`config.mk`:
```
export PLATFORM = sky130hd
export DESIGN_NAME = dtlq_ctrl
export DESIGN_NICKNAME = d
export VERILOG_FILES = /design/src/sv/dtlq_pkg.sv /design/src/sv/dtlq_ctrl.sv
export SDC_FILE = /design/constraint.sdc
export NUM_CORES = 1
export LEC_CHECK = 0
export ABC_CLOCK_PERIOD_IN_PS = 3560
export BUFFER_PORTS_ARGS = -buffer_cell sky130_fd_sc_hd__buf_4
export CORE_AREA = 5 5 42 44
export DETAILED_ROUTE_END_ITERATION = 10
export DIE_AREA = 0 0 47 49
export PLACE_DENSITY = 0.43
export SLEW_MARGIN = 30
export SYNTH_ARGS = -nofsm -noshare
export SYNTH_HDL_FRONTEND = slang
export SYNTH_SLANG_ARGS = --single-unit
export TNS_END_PERCENT = 100
```
`constraint.sdc`:
```
create_clock -name clk -period 3.56 [get_ports clk]
set_input_delay 0.712 -clock clk [delete_from_list [all_inputs] [get_ports clk]]
set_output_delay 0.712 -clock clk [all_outputs]
set_load 0.01 [all_outputs]
```
`src/sv/dtlq_pkg.sv`:
```
// Shared constants and control types for the tail-drop link queue.
package dtlq_pkg;

    localparam int BUFFER_DEPTH = 64;
    localparam int PTR_W        = $clog2(BUFFER_DEPTH);
    localparam int HELD_W       = $clog2(BUFFER_DEPTH + 1);

    localparam int TIME_W  = 48;
    localparam int SIZE_W  = 16;
    localparam int CNT_W   = 32;
    localparam int SUM_W   = 48;
    localparam int LIMIT_W = 7;
    localparam int RATE_W  = 17;

    // one queue entry: arrival time above packet size
    localparam int ENTRY_W = TIME_W + SIZE_W;

    // service time numerator: bytes * 8000
    localparam int BITS_PER_KBYTE = 8000;
    localparam int NUM_W          = 29;
    localparam int DIV_CNT_W      = $clog2(NUM_W + 1);

    localparam logic [LIMIT_W-1:0] LIMIT_RESET = LIMIT_W'(64);
    localparam logic [RATE_W-1:0]  RATE_RESET  = RATE_W'(100);

    // configuration register indexes
    localparam logic REG_BUFFER_LIMIT = 1'b0;
    localparam logic REG_LINK_RATE    = 1'b1;

    typedef struct packed {
        logic latch;      // capture the incoming item
        logic retire;     // retire the head packet
        logic next_start; // charge the new head's wait and start its service divide
        logic admit;      // count the arrival and queue or drop it
        logic load_dep;   // take the divide result as the head departure time
        logic done;       // present the result beat
    } dtlq_cmd_t;

    typedef struct packed {
        logic retire_ok;  // head departs at or before the item time (or drain)
        logic more_held;  // more than one packet held
        logic div_needed; // an admit now would start service at once
        logic div_done;   // divide result ready
    } dtlq_status_t;

endpackage

```
`src/sv/dtlq_ctrl.sv`:
```
// Sequencer for retire, admit and service-time divide steps.
module dtlq_ctrl
(
    input  logic                  clk,
    input  logic                  rst_n,
    input  logic                  start,
    output logic                  busy,
    input  dtlq_pkg::dtlq_status_t status,
    output dtlq_pkg::dtlq_cmd_t    cmd
);

    typedef enum logic [2:0]
    {
        ST_IDLE,
        ST_CHECK,
        ST_RET_RD,
        ST_RET_NEXT,
        ST_DIV_RET,
        ST_DIV_ADM
    } state_t;

    state_t state_reg, state_next;
    logic   done_reg, done_next;

    // next state and commands
    always_comb
    begin
        state_next     = state_reg;
        done_next      = 1'b0;
        cmd            = '0;
        cmd.done       = done_reg;
        case (state_reg)
            ST_IDLE:
            begin
                if (start)
                begin
                    cmd.latch  = 1'b1;
                    state_next = ST_CHECK;
                end
            end
            ST_CHECK:
            begin
                if (status.retire_ok)
                begin
                    state_next = ST_RET_RD;
                end
                else
                begin
                    cmd.admit = 1'b1;
                    if (status.div_needed)
                    begin
                        state_next = ST_DIV_ADM;
                    end
                    else
                    begin
                        done_next  = 1'b1;
                        state_next = ST_IDLE;
                    end
                end
            end
            ST_RET_RD:
            begin
                cmd.retire = 1'b1;
                state_next = status.more_held ? ST_RET_NEXT : ST_CHECK;
            end
            ST_RET_NEXT:
            begin
                cmd.next_start = 1'b1;
                state_next     = ST_DIV_RET;
            end
            ST_DIV_RET:
            begin
                if (status.div_done)
                begin
                    cmd.load_dep = 1'b1;
                    state_next   = ST_CHECK;
                end
            end
            ST_DIV_ADM:
            begin
                if (status.div_done)
                begin
                    cmd.load_dep = 1'b1;
                    done_next    = 1'b1;
                    state_next   = ST_IDLE;
                end
            end
            default:
            begin
                state_next = ST_IDLE;
            end
        endcase
    end

    // hold state and the result strobe
    always_ff @(posedge clk or negedge rst_n)
    begin
        if (!rst_n)
        begin
            state_reg <= ST_IDLE;
            done_reg  <= 1'b0;
        end
        else
        begin
            state_reg <= state_next;
            done_reg  <= done_next;
        end
    end

    assign busy = (state_reg != ST_IDLE);

endmodule

```
==> metrics.md <==
| Metric | Value |
|---|---|
| Outcome | `completed` |
| Worst vdd ir | `0.0002310 V` |
| Power Density | `780.0 mW/mm^2` |
| Post-layout nets | `54` |
| Ordered list of cells on the worst path | `or3_4 -> nor2_2 -> buf_4` |
| Setup TNS | `0 ns` |
| Worst skew pair latency | `0.23 ns` |
| Post-CTS Setup Bufs | `0` |
| WL/cell | `9.705 um` |
| Clk root buf | `clkbuf_4` |
| Initial core utilization | `19.11%` |
| Diode count | `0` |
| GR Util met1 | `7.522%` |
| Grt ovf | `0` |
| H-tree Lvls | `1` |
| Gate Count Post-Synth | `31` |
| CTS resizes | `0` |
| Final core occ | `27.77%` |
| Largest incremental delay on the critical path | `0.45 ns` |
| Placed insts | `58` |
| Die X | `47 um` |
| Final Hold Vio Count | `0` |
| GRT Util Overall | `6.916%` |
| Final Cell Area | `389.1 sq um` |
| Min-Delay Path Class | `primary input to async pin` |
| Initial antenna violation count | `0` |
| Clock Sinks | `4` |
| Number of flip-flops in the largest register | `3` |
| Vias in the first global route | `264` |
| Crit path DAT | `1.31 ns` |
| Worst Path Max Fanout | `9` |
| Drt drc | `0` |
| Worst-case clock skew | `0.002072 ns` |
| Hold buffer count at CTS | `0` |
| R2r setup slk | `2.44 ns` |
| Async SR Flop Fraction | `100.0%` |
| Sequential area share after synthesis | `37.38%` |
| Max_cap viols | `0` |
| Via count | `246` |
| Half-perimeter wire length after placement | `476.8 um` |
| Largest net degree at the start of global routing | `11` |
| CP Class | `flop to primary output` |
| Routed Antenna Nets | `0` |
| Buffers added on ports | `13` |
| Mapped Area | `267.8 sq um` |
| Die height | `49 um` |
| Slew of the pin with the lowest slew margin | `0.2476 ns` |
| Nature of the critical path startpoint | `flop` |
| Max Slew Vio Count | `0` |
| Clock period minus worst slack | `2.017 ns` |
| Reg-to-Reg End | `state_reg[0]$_DFFE_PN0P_` |
| Post-synth EDFFs | `0` |
| Syn_area_per_cell | `8.637 sq um` |
| Fin crit share | `56.66%` |
| Synthesized Nets | `38` |
| Crit-path slowest cell | `dfrtp_1` |
| Yosys cell types | `19` |
| Ys flop type | `dfrtp_1` |
| Die area | `0.002303 sq mm` |
| Area grow syn2layout | `45.33%` |
| Routed WL | `592 um` |
| CP endpoint kind | `primary output` |
| DR iter-0 viols | `2` |
| WP data required | `2.85 ns` |
| Row count | `14` |
| Max Fclk | `0.4958 GHz` |
| CTS Buf Count | `3` |
| # IOs | `14` |
| Placer's final routability congestion estimate | `0.7040` |
| Setup-failing EPs final | `0` |
| Max transition margin | `83.49%` |
| Yosys warnings | `0` |
| Clock Tree Buf Depth | `2` |
| Via density | `4.033` |
| Share of post-route cells with drive strength above 1 | `42.22%` |
| 1st-pass router iterations | `3` |
| Final Non-Filler Cells | `61` |
| Synth Register Bits | `4` |
| Placed cell area | `366.6 sq um` |
| Worst-case reg-to-reg path depth | `3` |
| RSZ-0062 raised after global routing | `false` |
| First-pass GRT wire length | `1021 um` |
| Clock-pin slew on the worst setup and hold paths | `0.04 ns` |
| GRT met2 Usage | `8.371%` |
| GRT met3 Usage | `3.321%` |
| Core Region | `0.001401 sq mm` |
| R2r startpoint | `state_reg[2]$_DFFE_PN0P_` |
| Gr busiest metal | `met2` |
| Final hold slack | `0.2619 ns` |
| TritonCTS clock tree | `built` |
| FILL cells | `164` |
| LEAKAGE | `0.1899 nW` |
[power breakdown]
group | switching (W) | total [W] | internal (W)
Sequential | 0.0000324 | 0.0000968 | 0.0000643
Combinational | 0.0000627 | 0.000151 | 0.0000880
Clock | 0.0000184 | 0.0000561 | 0.0000377
Total | 0.000113 | 0.000304 | 0.000190
[metrics by stage]
stage	power (W)	worst slack, ns
after detailed placement	0.0002538	1.707
after global placement	0.0002555	1.704
final	0.0003035	1.543
after floorplan	0.0001988	1.834
after global routing	0.0003376	1.478
after CTS	0.0003115	1.516
[how the worst max path moves through the flow]
stage          cells past startpoint                startpoint  slack, ns     end
4_1_cts                            3  state_reg[2]$_DFFE_PN0P_       1.52  cmd[5]
3_5_place_dp                       3                 status[3]       1.71  cmd[2]
5_1_grt                            3  state_reg[2]$_DFFE_PN0P_       1.48  cmd[5]
3_3_place_gp                       3                 status[3]       1.70  cmd[2]
2_1_floorplan                      3  state_reg[2]$_DFFE_PN0P_       1.83  cmd[5]
6_report                           3  state_reg[2]$_DFFE_PN0P_       1.54  cmd[5]
[routing by layer]
layer / wire, um / share of wire [%]
met4: 0 / 0
met2: 330 / 56
met5: 0 / 0
met1: 230 / 39
met3: 31 / 5.2
[Yosys cell counts (2+ instances only)]
cell / instances / area, sq um
inv_1: 2 / 7.510
and2_1: 2 / 12.51
o21ai_1: 2 / 10.01
o21ai_0: 2 / 10.01
nand3b_1: 2 / 15.01
nor2_1: 3 / 11.26
a21oi_1: 2 / 10.01
dfrtp_1: 4 / 100.1
nor3_1: 2 / 10.01
[worst max-delay path: cells and delay by family (launching register included)]
| kind | cells | cell delay (ns) |
|---|---|---|
| buffers and inverters | 1 | 0.12 |
| DFF | 1 | 0.45 |
| and+or+nand+nor | 2 | 0.50 |
[logic make-up (layout without fill, tap and decap cells)]
kind of cell    Yosys count  count (layout)  share of synthesized area (%)
compound gates            7               7                          14.02
xor+xnor                  1               1                          3.272
buf+inv                   4              18                          9.815
flops                     4               4                          37.38
simple gates             15              15                          35.52
[cell usage in the layout, fill, tap and decap left out]
master,synthesis,final
nor2_1,3,3
nor2_2,1,1
or3_4,1,1
xor2_1,1,1
a21oi_1,2,2
nor2b_1,1,1
o21ai_0,2,2
nand2b_1,1,1
o21ai_1,2,2
buf_4,1,13
and2_1,2,2
a22oi_1,1,1
nor3_1,2,2
inv_1,2,2
nand3b_1,2,2
clkbuf_4,0,3
dfrtp_1,4,4
and2b_2,1,1
or2b_1,1,1
[cell type report]
| class | count | area, sq um | share of cell area, % |
|---|---|---|---|
| multi-input cells | 23 | 141.4 | 36.33 |
| flip-flops and latches | 4 | 100.1 | 25.72 |
| clock buffers | 3 | 22.52 | 5.788 |
| repair buffers | 13 | 97.59 | 25.08 |
| well taps | 16 | 20.02 | 5.145 |
| inverters | 2 | 7.507 | 1.929 |
(Power assumes the default switching activity.)
